[config.mk]
export PLATFORM = sky130hd
export DESIGN_NAME = ffaa_ctrl
export DESIGN_NICKNAME = d
export VERILOG_FILES = /design/src/hdl/ffaa_pkg.sv /design/src/hdl/ffaa_ctrl.sv
export SDC_FILE = /design/constraint.sdc
export NUM_CORES = 1
export LEC_CHECK = 0
export BUFFER_PORTS_ARGS = -buffer_cell sky130_fd_sc_hd__buf_4
export CORE_AREA = 2 2 69 78
export DETAILED_ROUTE_END_ITERATION = 6
export DIE_AREA = 0 0 71 80
export GPL_ROUTABILITY_DRIVEN = 0
export PLACE_DENSITY_LB_ADDON = 0.3
export SLEW_MARGIN = 20
export SYNTH_ARGS = -nofsm -noshare
export SYNTH_HDL_FRONTEND = slang
export SYNTH_SLANG_ARGS = --single-unit
[constraint.sdc]
create_clock -name aclk -period 2.3 [get_ports aclk]
set_clock_uncertainty 0.1 [all_clocks]
set_input_delay 0.115 -clock aclk [delete_from_list [all_inputs] [get_ports aclk]]
set_output_delay 0.115 -clock aclk [all_outputs]
set_load 0.05 [all_outputs]
[src/hdl/ffaa_pkg.sv]
// shared types, constants and helper functions of the first-fit arena allocator
// no dependencies
`default_nettype none

package ffaa_pkg;

    localparam int ARENA_BYTES    = 65536;
    localparam int HDR_SPAN       = 16;
    localparam int ALIGN_BYTES    = 8;
    localparam int TAIL_MIN_BYTES = 16;
    localparam int LEN_W          = 17;
    localparam int OFF_W          = 16;
    localparam int END_W          = 18;
    localparam int SLOT_W         = 13;
    localparam int DEPTH          = ARENA_BYTES / ALIGN_BYTES;
    localparam int CNT_W          = 32;
    localparam int IN_W           = 56;
    localparam int OUT_W          = 200;

    typedef struct packed {
        logic [LEN_W-1:0] size;
        logic [OFF_W-1:0] prev;
        logic             free;
    } hdr_t;

    typedef enum logic [4:0] {
        OP_NONE,
        OP_INIT,
        OP_ACCEPT,
        OP_WALK_RD,
        OP_FIND_CHK,
        OP_TAKE_CHK,
        OP_TAIL_WR,
        OP_LNK_RD,
        OP_LNK_WR,
        OP_OWN_WR,
        OP_REL_RD,
        OP_REL_CHK,
        OP_MN_CHK,
        OP_PRV_RD,
        OP_MP_CHK,
        OP_FINISH
    } dp_op_t;

    typedef enum logic [1:0] {
        RES_NULL,
        RES_SAME,
        RES_NEW,
        RES_MOVE
    } res_sel_t;

    typedef struct packed {
        dp_op_t   op;
        res_sel_t res_sel;
    } dp_cmd_t;

    typedef struct packed {
        logic nsz_zero;
        logic has_ptr;
        logic rd_free;
        logic match;
        logic size_ge_want;
        logic split_ok;
        logic walk_end_ge;
        logic end_past_ptr;
        logic tail_in;
        logic rel_in;
        logic mn_in;
        logic mp_in;
        logic blk_zero;
        logic out_free;
    } dp_stat_t;

    function automatic logic [LEN_W-1:0] sat_len(input logic [LEN_W-1:0] v);
        logic [LEN_W-1:0] r;
        r = (v > LEN_W'(ARENA_BYTES)) ? LEN_W'(ARENA_BYTES) : v;
        return r;
    endfunction

    function automatic logic [LEN_W-1:0] head_size(input logic [LEN_W-1:0] v);
        logic [LEN_W-1:0] s;
        s = sat_len(v);
        return (s > LEN_W'(HDR_SPAN)) ? (s - LEN_W'(HDR_SPAN)) : '0;
    endfunction

endpackage

`default_nettype wire

[src/hdl/ffaa_ctrl.sv]
// sequencer of the arena allocator: find, first-fit take, split, release and merge steps
// depends on ffaa_pkg
`default_nettype none

module ffaa_ctrl
    import ffaa_pkg::*;
(
    input  wire logic     aclk,
    input  wire logic     aresetn,
    input  wire logic     s_tvalid,
    output logic          s_tready,
    input  wire dp_stat_t stat,
    output dp_cmd_t       cmd
);

    typedef enum logic [22:0] {
        S_INIT  = 23'h000001,
        S_IDLE  = 23'h000002,
        S_DISP  = 23'h000004,
        S_FRD   = 23'h000008,
        S_FCHK  = 23'h000010,
        S_TRD   = 23'h000020,
        S_TCHK  = 23'h000040,
        S_TAIL  = 23'h000080,
        S_TLRD  = 23'h000100,
        S_TLWR  = 23'h000200,
        S_OWN   = 23'h000400,
        S_RRD   = 23'h000800,
        S_RCHK  = 23'h001000,
        S_MNRD  = 23'h002000,
        S_MNCHK = 23'h004000,
        S_MLRD  = 23'h008000,
        S_MLWR  = 23'h010000,
        S_PRV   = 23'h020000,
        S_MPRD  = 23'h040000,
        S_MPCHK = 23'h080000,
        S_PLRD  = 23'h100000,
        S_PLWR  = 23'h200000,
        S_DONE  = 23'h400000
    } st_t;

    st_t      state_reg, state_next;
    res_sel_t res_reg, res_next;
    logic     rz_reg, rz_next;

    always_ff @(posedge aclk) begin
        if (!aresetn) begin
            state_reg <= S_INIT;
            res_reg   <= RES_NULL;
            rz_reg    <= 1'b0;
        end else begin
            state_reg <= state_next;
            res_reg   <= res_next;
            rz_reg    <= rz_next;
        end
    end

    assign s_tready = (state_reg == S_IDLE);

    always_comb begin
        state_next  = state_reg;
        res_next    = res_reg;
        rz_next     = rz_reg;
        cmd.op      = OP_NONE;
        cmd.res_sel = res_reg;
        unique case (state_reg)
            S_INIT: begin
                cmd.op     = OP_INIT;
                state_next = S_IDLE;
            end
            S_IDLE: begin
                if (s_tvalid) begin
                    cmd.op     = OP_ACCEPT;
                    state_next = S_DISP;
                end
            end
            S_DISP: begin
                res_next = RES_NULL;
                rz_next  = 1'b0;
                if (stat.nsz_zero) begin
                    state_next = stat.has_ptr ? S_FRD : S_DONE;
                end else if (!stat.has_ptr) begin
                    state_next = S_TRD;
                end else begin
                    state_next = S_FRD;
                end
            end
            S_FRD: begin
                cmd.op     = OP_WALK_RD;
                state_next = S_FCHK;
            end
            S_FCHK: begin
                cmd.op = OP_FIND_CHK;
                if (stat.match) begin
                    if (stat.rd_free) begin
                        state_next = S_DONE;
                    end else if (stat.nsz_zero) begin
                        state_next = S_RRD;
                    end else if (stat.size_ge_want) begin
                        res_next   = RES_SAME;
                        state_next = S_DONE;
                    end else begin
                        rz_next    = 1'b1;
                        state_next = S_TRD;
                    end
                end else if (stat.walk_end_ge || stat.end_past_ptr) begin
                    state_next = S_DONE;
                end else begin
                    state_next = S_FRD;
                end
            end
            S_TRD: begin
                cmd.op     = OP_WALK_RD;
                state_next = S_TCHK;
            end
            S_TCHK: begin
                cmd.op = OP_TAKE_CHK;
                if (stat.rd_free && stat.size_ge_want) begin
                    state_next = stat.split_ok ? S_TAIL : S_OWN;
                end else if (stat.walk_end_ge) begin
                    state_next = S_DONE;
                end else begin
                    state_next = S_TRD;
                end
            end
            S_TAIL: begin
                cmd.op     = OP_TAIL_WR;
                state_next = stat.tail_in ? S_TLRD : S_OWN;
            end
            S_TLRD: begin
                cmd.op     = OP_LNK_RD;
                state_next = S_TLWR;
            end
            S_TLWR: begin
                cmd.op     = OP_LNK_WR;
                state_next = S_OWN;
            end
            S_OWN: begin
                cmd.op = OP_OWN_WR;
                if (rz_reg) begin
                    res_next   = RES_MOVE;
                    state_next = S_RRD;
                end else begin
                    res_next   = RES_NEW;
                    state_next = S_DONE;
                end
            end
            S_RRD: begin
                cmd.op     = OP_REL_RD;
                state_next = S_RCHK;
            end
            S_RCHK: begin
                cmd.op     = OP_REL_CHK;
                state_next = stat.rel_in ? S_MNRD : S_PRV;
            end
            S_MNRD: begin
                cmd.op     = OP_LNK_RD;
                state_next = S_MNCHK;
            end
            S_MNCHK: begin
                cmd.op     = OP_MN_CHK;
                state_next = (stat.rd_free && stat.mn_in) ? S_MLRD : S_PRV;
            end
            S_MLRD: begin
                cmd.op     = OP_LNK_RD;
                state_next = S_MLWR;
            end
            S_MLWR: begin
                cmd.op     = OP_LNK_WR;
                state_next = S_PRV;
            end
            S_PRV: begin
                state_next = stat.blk_zero ? S_DONE : S_MPRD;
            end
            S_MPRD: begin
                cmd.op     = OP_PRV_RD;
                state_next = S_MPCHK;
            end
            S_MPCHK: begin
                cmd.op     = OP_MP_CHK;
                state_next = (stat.rd_free && stat.mp_in) ? S_PLRD : S_DONE;
            end
            S_PLRD: begin
                cmd.op     = OP_LNK_RD;
                state_next = S_PLWR;
            end
            S_PLWR: begin
                cmd.op     = OP_LNK_WR;
                state_next = S_DONE;
            end
            S_DONE: begin
                if (stat.out_free) begin
                    cmd.op     = OP_FINISH;
                    state_next = S_IDLE;
                end
            end
            default: begin
                state_next = S_IDLE;
            end
        endcase
    end

endmodule

`default_nettype wire

== Word level (Yosys, flattened, before mapping) ==
Index checks and enable logic that the tools add are counted.

* Register bits: 26
* Output and inout port bits: 8
* Logic and storage cells: 79

* Eq/ne operators: 30
* Mux-type cells: 34
* Reduce and logical (&&, ||, !) cells: 12

{| class="wikitable"
|+ Operators with widths
! cell !! count
|-
| 23-bit case mux with 22 select lines || 1
|-
| 23-bit two-way mux || 14
|-
| 4-bit case mux with 15 select lines || 1
|-
| 18-bit two-way mux || 2
|-
| 23-bit by 1-bit equality test with 1-bit output, second input constant || 1
|-
| 23-bit by 10-bit equality test with 1-bit output, second input constant || 1
|-
| 23-bit by 11-bit equality test with 1-bit output, second input constant || 1
|-
| 23-bit by 12-bit equality test with 1-bit output, second input constant || 1
|-
| 23-bit by 13-bit equality test with 1-bit output, second input constant || 1
|-
| 23-bit by 14-bit equality test with 1-bit output, second input constant || 1
|-
| 23-bit by 15-bit equality test with 1-bit output, second input constant || 1
|-
| 23-bit by 16-bit equality test with 1-bit output, second input constant || 1
|-
| 23-bit by 17-bit equality test with 1-bit output, second input constant || 1
|-
| 23-bit by 18-bit equality test with 1-bit output, second input constant || 1
|-
| 23-bit by 19-bit equality test with 1-bit output, second input constant || 1
|-
| 23-bit by 2-bit equality test with 1-bit output, second input constant || 1
|-
| 23-bit by 20-bit equality test with 1-bit output, second input constant || 1
|-
| 23-bit by 21-bit equality test with 1-bit output, second input constant || 1
|-
| 23-bit by 22-bit equality test with 1-bit output, second input constant || 1
|-
| 23-bit equality test, second input constant || 1
|-
| 23-bit by 3-bit equality test with 1-bit output, second input constant || 1
|-
| 23-bit by 4-bit equality test with 1-bit output, second input constant || 1
|-
| 23-bit by 5-bit equality test with 1-bit output, second input constant || 1
|-
| 23-bit by 6-bit equality test with 1-bit output, second input constant || 1
|-
| other kinds (20) || 38
|}

== Longest topological paths before layout ==
Gate-level depths: netlist of the first run.

* Depth in word-level cells: 5
* Gate-level depth with buffers: 8
* Depth with buffers taken out: 6

== Worst setup path before layout of the first run ==
Ideal clock, no wire load.

* Path kind: register to output
* From: register state_reg[16]
* To: output port cmd[2] in the netlist's numbering
* Arrival: 3130 ps
* Required time: 2085 ps
* Path slack: -1045 ps
* Stages on the path, launching flop included: 6
* Path through: dfxtp_1 -> nor4_4 -> nand3_4 -> nor2_1 -> nand2_1 -> o311ai_0

{| class="wikitable"
|+ RTL lines
! element !! RTL line !! text
|-
| start, declared || ffaa_ctrl.sv:42 || <nowiki>st_t state_reg, state_next;</nowiki>
|-
| start signal, assigned || ffaa_ctrl.sv:52 || <nowiki>state_reg <= state_next;</nowiki>
|-
| end, declared || ffaa_ctrl.sv:13 || <nowiki>output dp_cmd_t cmd</nowiki>
|}

==> impl_metrics.env, run 1 <==
export IMPL_grt_max_degree=15
export IMPL_num_rows=27
export IMPL_yosys_warnings=0
export IMPL_wl_per_cell_um=18.7
export IMPL_synthAdderAreaFrac_pct=0
export IMPL_clock_sinks=26
export IMPL_numCtsBuffers=3
export IMPL_rsz0062_at_grt="yes"
export IMPL_arrival_ns=2.41
export IMPL_syn_to_final_growth_pct=72.8
export IMPL_clkLatencyLatePin_ns=0.28
export IMPL_ys_seq_area_share_pct=31.1
export IMPL_timing_final_ws_setup_ns=-0.325
export IMPL_worst_pin_slew_ns=0.547
export IMPL_grt_pass1_wl_um=9540
export IMPL_synth_edf_count=0
export IMPL_synth_mux_area_share_pct=0
export IMPL_synth_top_area_cell="dfxtp_1"
export IMPL_maxSlewHeadroom_pct=63.0
export IMPL_drive_above_1_share_pct=59.5
export IMPL_drt_iter0_drc=188
export IMPL_clk_pin_slew_ns=0.10
export IMPL_dp_cells=320
export IMPL_grt_ovfl_total=0
export IMPL_ys_flop_type="dfxtp_1"
export IMPL_clock_path_buffers=2
export IMPL_synthCells=200
export IMPL_largest_reg_flops=23
export IMPL_drt_antenna_violating_nets=0
export IMPL_swShare_pct=27.0
export IMPL_critPathBufInv=1
export IMPL_dp_hpwl_um=4140
export IMPL_synth_cell_types=52
export IMPL_worstPathCellList="or4_4 -> or3_4 -> or3_4 -> a2bb2oi_1 -> o41ai_2 -> or4_4 -> buf_8"
export IMPL_fp_dieH_um=80
export IMPL_synth_common_cells="dfxtp_1 (26), nand2_1 (19), nor2_1 (16)"
export IMPL_finalSetupViolations=10
export IMPL_htreeDepth=1
export IMPL_cp_top_family="simple AND/OR/NAND/NOR gates"
export IMPL_cpPeakStageDelay_ns=0.54
export IMPL_synthSimpleGateAreaFrac_pct=50.4
export IMPL_crit_slowest_cell="or4_4"
export IMPL_yosysTopAreaCellShare_pct=31.1
export IMPL_num_vias=2024
export IMPL_ios=25
export IMPL_synth_top_family_by_area="simple AND/OR/NAND/NOR gates"
export IMPL_grt_pass1_vias=2010
export IMPL_drv_cap=0
export IMPL_routed_wl_um=6580
export IMPL_p_per_area_nw_per_um2=336
export IMPL_synth_xor_area_share_pct=3.14
export IMPL_netSwitchingPower_mw=0.262
export IMPL_n_antenna_cell=0
export IMPL_start_kind="flip-flop"
export IMPL_synth_nets=217
export IMPL_cp_required_ns=2.09
export IMPL_io_buffers=23
export IMPL_cts_tree="done"
export IMPL_yosysMostFrequentCell="dfxtp_1"
export IMPL_dieArea_um2=5680
export IMPL_period_minus_slack_ns=2.63
export IMPL_internal_power_mw=0.709
export IMPL_core_area_um2=4900
export IMPL_cp_max_fo=2
export IMPL_firstDrtPassIters=4
export IMPL_hold_class="input pin to flip-flop"
export IMPL_drc_errors=0
export IMPL_peakVddDrop_v=0.000230
export IMPL_synth_area_um2=1670
export IMPL_ys_seq_elements=26
export IMPL_timing_final_crit_share_pct=114
export IMPL_die_w_um=71
export IMPL_timing_fmax_mhz=381
export IMPL_grt_usage_pct=21.3
export IMPL_status="finished with violations"
export IMPL_start_util_pct=34.1
export IMPL_crit_type="flip-flop to output pin"
export IMPL_p_comb_share_pct=20.9
export IMPL_vias_per_cell=5.75
export IMPL_syn_area_per_cell_um2=8.36
export IMPL_clockPowerShare_pct=32.3
export IMPL_power_total_mw=0.971
export IMPL_violations="negative setup slack"
export IMPL_nNetsFinal=312
export IMPL_async_reset_ff_share_pct=0
export IMPL_cp_end_kind="output pin"
export IMPL_seq_power_share_pct=46.8
export IMPL_slew_violations=0
export IMPL_synth_compound_area_share_pct=10.7
export IMPL_yosys_top_cells_area="dfxtp_1 (31%), nor4_4 (5.1%), nor3_1 (4.5%)"
export IMPL_antenna_found_initial=0
export IMPL_hold_viol=0
export IMPL_cts_root_buf="clkbuf_8"
export IMPL_stdcell_count=352
export IMPL_p_leak_nw=1.25
==> layout by cell type (no fill, tap or decap), types with 6 or more instances in the layout <==
master / instances
a21oi_1: 7
dfxtp_2: 11
nor4_4: 6
nor2_1: 14
nor4_1: 6
buf_4: 81
buf_6: 8
nand2_2: 6
nand2_1: 13
nor3_1: 7
dfxtp_1: 11
==> worst reg2reg max path: cells and delay by family (launching register included) <==
family,cells,cell delay (ns)
buf+inv,3,0.38
simple gates,4,1.37
compound gates,2,0.25
flops,1,0.34
==> cells by family after synthesis <==
family / count (synthesis)
other: 1
xor gates and xnor gates: 6
and+or+nand+nor: 129
buffers and inverters: 13
DFF: 26
AOI/OAI and AO/OA: 25
==> metal layers <==
| layer | part of all wire (%) | vias up | GRT usage (%) |
|---|---|---|---|
| li1 | - | 950 | - |
| met1 | 40 | 974 | 26.0 |
| met2 | 52 | 76 | 38.1 |
| met3 | 4.6 | 24 | 2.27 |
| met4 | 4.1 | 0 | 8.30 |
| met5 | 0 | - | 0 |
==> path summary, 6_finish.rpt <==
kind	end	cells after the start	slack [ns]	from
worst min-delay path	state_reg[15]	2	0.007	stat[3]
worst min register to register	rz_reg	2	0.41	rz_reg
worst max-delay path	cmd[5]	7	-0.33	state_reg[4]
worst max register to register	state_reg[11]	9	-0.19	state_reg[4]
==> through the flow <==
step	hold slack (ns)	setup slack (ns)	setup TNS, ns	util [%]	area (um^2)
2_1_floorplan	0.0911	-0.137	-0.149	-	1690
3_3_place_gp	0.198	-0.0251	-0.0383	45.6	2230
3_5_place_dp	0.201	-0.0405	-0.111	45.6	2230
4_1_cts	0.00846	-0.279	-0.499	53.1	2600
5_1_grt	0.0190	-0.404	-2.50	59.0	2890
6_report	0.00734	-0.325	-1.54	59.0	2890
==> repair_timing <==
item / in CTS / in global routing
hold buffers: 5 / 0
pin swaps: 9 / 25
gates resized for setup: 45 / 45
hold endpoints to repair: 5 / 0
setup endpoints to repair: 7 / 14
buffers inserted: 11 / 16
==> cell type report <==
class / instances / area (um^2)
Tap cell: 58 / 72.6
Fill cell: 389 / 2010
Multi-Input combinational cell: 161 / 1380
Inverter: 5 / 18.8
Clock buffer: 4 / 55.1
Timing Repair Buffer: 98 / 808
Sequential cell: 26 / 549
==> power by group through the flow <==
stage	combinational (mW)	clock [mW]	sequential, mW
6_report	0.203	0.314	0.454
3_3_place_gp	0.141	0	0.467
3_5_place_dp	0.141	0	0.468
2_1_floorplan	0.0710	0	0.468
5_1_grt	0.214	0.334	0.455
4_1_cts	0.169	0.314	0.455
No activity file was read; power rests on OpenSTA's default activity.
==> run 2, diff against run 1 <==
- CTS_BUF_LIST: not set -> sky130_fd_sc_hd__clkbuf_4 sky130_fd_sc_hd__clkbuf_8
- SETUP_SLACK_MARGIN: not set -> 0.4
- clock period: 2.3 -> 3.15 ns (I/O delays scaled with it)
==> impl_metrics.env, run 2 (synthesis gave the netlist of run 1 again) <==
export IMPL_status="finished, final reports clean"
export IMPL_routed_wl_um=4950
export IMPL_antenna_found_initial=0
export IMPL_clkLatencyLatePin_ns=0.28
export IMPL_hold_depth=2
export IMPL_syn_to_final_growth_pct=26.9
export IMPL_drc_errors=0
export IMPL_stdcell_count=292
export IMPL_cpPeakStageDelay_ns=0.55
export IMPL_dp_hpwl_um=3620
export IMPL_grt_usage_pct=17.5
export IMPL_finalSetupViolations=0
export IMPL_crit_type="flip-flop to output pin"
export IMPL_peakVddDrop_v=0.000135
export IMPL_drt_antenna_violating_nets=0
export IMPL_grt_pass1_wl_um=7650
export IMPL_critPathBufInv=1
export IMPL_reg2reg_from="state_reg[7]"
export IMPL_largest_reg_flops=23
export IMPL_cts_tree="done"
export IMPL_fill_cells=495
export IMPL_wl_per_cell_um=17.0
export IMPL_worst_pin_slew_ns=0.653
export IMPL_clock_sinks=26
export IMPL_drv_cap=0
export IMPL_most_common_layout_cells="buf_4 (34), dfxtp_1 (23), nand2_1 (19), nor2_1 (16), nor3_1 (13)"
export IMPL_cp_end_kind="output pin"
export IMPL_arrival_ns=2.48
export IMPL_maxSlewHeadroom_pct=56.0
export IMPL_num_vias=1710
export IMPL_clock_path_buffers=2
export IMPL_drt_iter0_drc=135
export IMPL_period_minus_slack_ns=2.73
export IMPL_timing_final_crit_share_pct=86.8
export IMPL_cp_required_ns=2.89
export IMPL_p_per_area_nw_per_um2=306
export IMPL_worstPathCellList="or4_4 -> or3_4 -> or3_4 -> a2bb2oi_1 -> o41ai_2 -> or4_4 -> buf_8"
export IMPL_grt_ovfl_total=0
export IMPL_start_util_pct=34.1
export IMPL_fp_dieH_um=80
export IMPL_slew_violations=0
export IMPL_io_buffers=23
export IMPL_final_common_cell="buf_4"
export IMPL_cts_root_buf="clkbuf_8"
export IMPL_firstDrtPassIters=4
export IMPL_crit_slowest_cell="or4_4"
export IMPL_timing_fmax_mhz=366
export IMPL_worstReg2RegEnd="state_reg[1]"
export IMPL_cp_max_fo=3
export IMPL_grt_pass1_vias=1548
export IMPL_reg2reg_slack_ns=0.45
export IMPL_clk_pin_slew_ns=0.10
export IMPL_die_w_um=71
export IMPL_cp_top_family="simple AND/OR/NAND/NOR gates"
export IMPL_nNetsFinal=252
export IMPL_n_antenna_cell=0
export IMPL_timing_final_ws_setup_ns=0.416
export IMPL_fin_tns_setup_ns=0
export IMPL_numCtsBuffers=3
export IMPL_grt_max_degree=15
export IMPL_dieArea_um2=5680
export IMPL_hold_viol=0
export IMPL_start_kind="flip-flop"
export IMPL_r2r_cells=8
export IMPL_vias_per_cell=5.86
export IMPL_hold_start="stat[5]"
export IMPL_ios=25
export IMPL_core_area_um2=4900
export IMPL_min_to="state_reg[8]"
export IMPL_rsz0062_at_grt="yes"
export IMPL_dp_slack_ns=0.434
export IMPL_p_leak_nw=0.861
export IMPL_htreeDepth=1
export IMPL_drive_above_1_share_pct=30.3
export IMPL_num_rows=27
export IMPL_hold_class="input pin to flip-flop"
export IMPL_dp_cells=273
[run 2: cell count changes in the layout (fill, tap and decap cells not counted), sizes merged]
cell,delta
buf,-57
dlygate4sd3,-3
[run 2: timing repair]
item	4_1_cts	5_1_grt
pin swaps	2	6
hold endpoints to repair	2	0
endpoints found under the setup margin	4	4
setup buffers	2	11
resized for setup	4	15
hold buffers	2	0
[run 2: through the flow]
stage                     total power, mW  cell area (um^2)  utilization (%)  hold slack (ns)
final                               0.650              2120             43.3           0.0138
after global routing                0.677              2120             43.3          0.00241
after CTS                           0.649              1970             40.3           0.0129
after detailed placement            0.427              1870             38.2            0.234
after global placement              0.427              1870             38.2            0.238
after floorplan                     0.393              1680                -            0.134
[run 2: worst max-delay path by stage]
stage / start / endpoint / slack (ns) / cells past startpoint
2_1_floorplan: state_reg[5] / cmd[5] / 0.49 / 8
3_3_place_gp: state_reg[5] / cmd[5] / 0.47 / 7
3_5_place_dp: state_reg[5] / cmd[5] / 0.43 / 7
4_1_cts: state_reg[5] / cmd[5] / 0.34 / 7
5_1_grt: state_reg[5] / cmd[5] / 0.36 / 7
6_report: state_reg[5] / cmd[5] / 0.42 / 7
[run 2: layer usage]
metal / wire, um / track usage [%]
met1: 2140 / 21.8
met5: 0 / 0
met2: 2360 / 30.0
met3: 243 / 2.53
met4: 204 / 7.36
[run 2: final cells by class]
class | count | area (um^2) | share of cell area (%)
repair buffers | 38 | 302 | 14.2
multi-input cells | 161 | 1140 | 54.0
well taps | 58 | 72.6 | 3.42
flip-flops and latches | 26 | 529 | 24.9
inverters | 5 | 18.8 | 0.884
clock buffers | 4 | 55.1 | 2.59
[run 2: where the power goes]
group	switching [mW]	leakage [nW]	internal [mW]
Sequential	0.00377	0.212	0.329
Combinational	0.0527	0.620	0.0409
Clock	0.112	0.0288	0.112
==> run 3, diff against run 2 <==
- BUFFER_PORTS_ARGS: -buffer_cell sky130_fd_sc_hd__buf_4 -> not set
- DONT_BUFFER_PORTS: not set -> 1
- REMOVE_ABC_BUFFERS: not set -> 1
==> impl_metrics.env, run 3 (synthesis gave the netlist of run 1 again) <==
export IMPL_status="finished with violations"
export IMPL_violations="negative hold slack"
export IMPL_cp_top_family="simple AND/OR/NAND/NOR gates"
export IMPL_most_common_layout_cells="dfxtp_1 (23), nand2_1 (18), nor2_1 (16), dlygate4sd3_1 (16), nor3_1 (15)"
export IMPL_hold_viol=1
export IMPL_wl_per_cell_um=17.6
export IMPL_peakVddDrop_v=0.000160
export IMPL_core_area_um2=4900
export IMPL_die_w_um=71
export IMPL_grt_max_degree=15
export IMPL_slew_violations=0
export IMPL_rsz0062_at_grt="yes"
export IMPL_fp_dieH_um=80
export IMPL_dp_hpwl_um=3580
export IMPL_num_rows=27
export IMPL_cp_end_kind="output pin"
export IMPL_ff_latch_area_um2=527
export IMPL_ios=25
export IMPL_cp_required_ns=2.89
export IMPL_internal_power_mw=0.478
export IMPL_final_common_cell="dfxtp_1"
export IMPL_p_comb_share_pct=12.9
export IMPL_nNetsFinal=240
export IMPL_crit_type="flip-flop to output pin"
export IMPL_critPathBufInv=0
export IMPL_top_layer_used="met4"
export IMPL_worst_pin_slew_ns=0.537
export IMPL_firstDrtPassIters=5
export IMPL_hold_class="input pin to flip-flop"
export IMPL_clock_sinks=26
export IMPL_multi_input_area_um2=1130
export IMPL_grt_pass1_vias=1594
export IMPL_routed_wl_um=4920
export IMPL_start_util_pct=34.1
export IMPL_grt_usage_pct=17.5
export IMPL_timing_fmax_mhz=365
export IMPL_antenna_found_initial=0
export IMPL_maxSlewHeadroom_pct=63.9
export IMPL_worstPathCellList="or4_4 -> or3_4 -> or3_4 -> a2bb2oi_1 -> o41ai_1 -> or4_4"
export IMPL_drive_above_1_share_pct=19.8
export IMPL_cp_max_fo=7
export IMPL_htreeDepth=1
export IMPL_clockPowerShare_pct=34.7
export IMPL_wl_met2_um=2280
export IMPL_arrival_ns=2.48
export IMPL_syn_to_final_growth_pct=22.2
export IMPL_clock_path_buffers=2
export IMPL_seq_power_share_pct=52.4
export IMPL_n_antenna_cell=0
export IMPL_netSwitchingPower_mw=0.159
export IMPL_largest_reg_flops=23
export IMPL_crit_slowest_cell="or4_4"
export IMPL_wl_met1_um=2130
export IMPL_start_kind="flip-flop"
export IMPL_drt_antenna_violating_nets=0
export IMPL_timing_final_ws_setup_ns=0.410
export IMPL_grt_ovfl_total=0
export IMPL_drt_iter0_drc=151
export IMPL_clk_pin_slew_ns=0.10
export IMPL_p_per_area_nw_per_um2=312
export IMPL_vias_per_cell=5.87
export IMPL_swShare_pct=25.0
export IMPL_io_buffers=0
export IMPL_p_leak_nw=0.780
export IMPL_cts_root_buf="clkbuf_8"
export IMPL_met3_length_um=470
export IMPL_num_vias=1643
export IMPL_fin_tns_setup_ns=0
export IMPL_clkLatencyLatePin_ns=0.27
export IMPL_numCtsBuffers=3
export IMPL_fill_cells=492
export IMPL_dieArea_um2=5680
export IMPL_dp_slack_ns=0.376
export IMPL_holdWs_ns=-0.000505
export IMPL_grt_pass1_wl_um=7730
export IMPL_drv_cap=0
export IMPL_finalSetupViolations=0
export IMPL_period_minus_slack_ns=2.74
export IMPL_cts_tree="done"
export IMPL_timing_final_crit_share_pct=87.0
export IMPL_drc_errors=0
export IMPL_cpPeakStageDelay_ns=0.55
-- run 3: cell types whose count changed in the layout (fill, tap and decap cells not counted), moves of 2 or more --
cell           before  now
buf_4              34   10
dlygate4sd3_1       2   16
nor3_1             13   15
nor3_2              2    0
-- run 3: timing repair --
| item | in CTS | in global routing |
|---|---|---|
| gates resized for setup | 4 | 10 |
| endpoints found under the hold margin | 19 | 1 |
| pin swaps | 2 | 6 |
| hold buffers | 15 | 1 |
| setup buffers | 2 | 5 |
| endpoints found under the setup margin | 4 | 4 |
-- run 3: cell type report --
type	count	area share, %
flip-flops and latches	26	25.8
well taps	58	3.55
clock buffers	4	2.69
inverters	5	0.919
multi-input cells	161	55.5
repair buffers	26	11.5
-- run 3: through the flow --
step | cell area [um^2] | power (mW) | util, % | cells
floorplan | 1620 | 0.389 | - | 192
global placement | 1720 | 0.403 | 35.1 | 253
detailed placement | 1720 | 0.403 | 35.1 | 253
CTS | 1950 | 0.640 | 39.9 | 274
global route | 2040 | 0.663 | 41.7 | 280
finish | 2040 | 0.637 | 41.7 | 280
-- run 3: worst paths after layout --
path                       from      endpoint  slack [ns]  cells past startpoint
setup / recovery   state_reg[5]        cmd[5]        0.41                      6
hold / removal          stat[9]        rz_reg     -0.0005                      3
setup reg to reg  state_reg[16]  state_reg[1]        0.58                      7
hold reg to reg          rz_reg        rz_reg        0.42                      2
-- run 3: tightest hold or removal path, stage by stage --
cell and delay [ns]:
nor4_1 0.03, a21oi_1 0.11, nor2_1 0.04
-- run 3: power by group through the flow --
stage	clock, mW	sequential, mW	combinational (mW)
finish	0.221	0.334	0.0821
global route	0.241	0.334	0.0879
CTS	0.227	0.334	0.0781
detailed placement	0	0.342	0.0608
global placement	0	0.342	0.0610
floorplan	0	0.341	0.0472
-- run 3: metal layers --
| metal | GRT usage (%) | vias to the layer above |
|---|---|---|
| met4 | 5.66 | 0 |
| li1 | - | 815 |
| met1 | 23.2 | 751 |
| met2 | 29.6 | 75 |
| met5 | 0 | - |
| met3 | 2.02 | 2 |
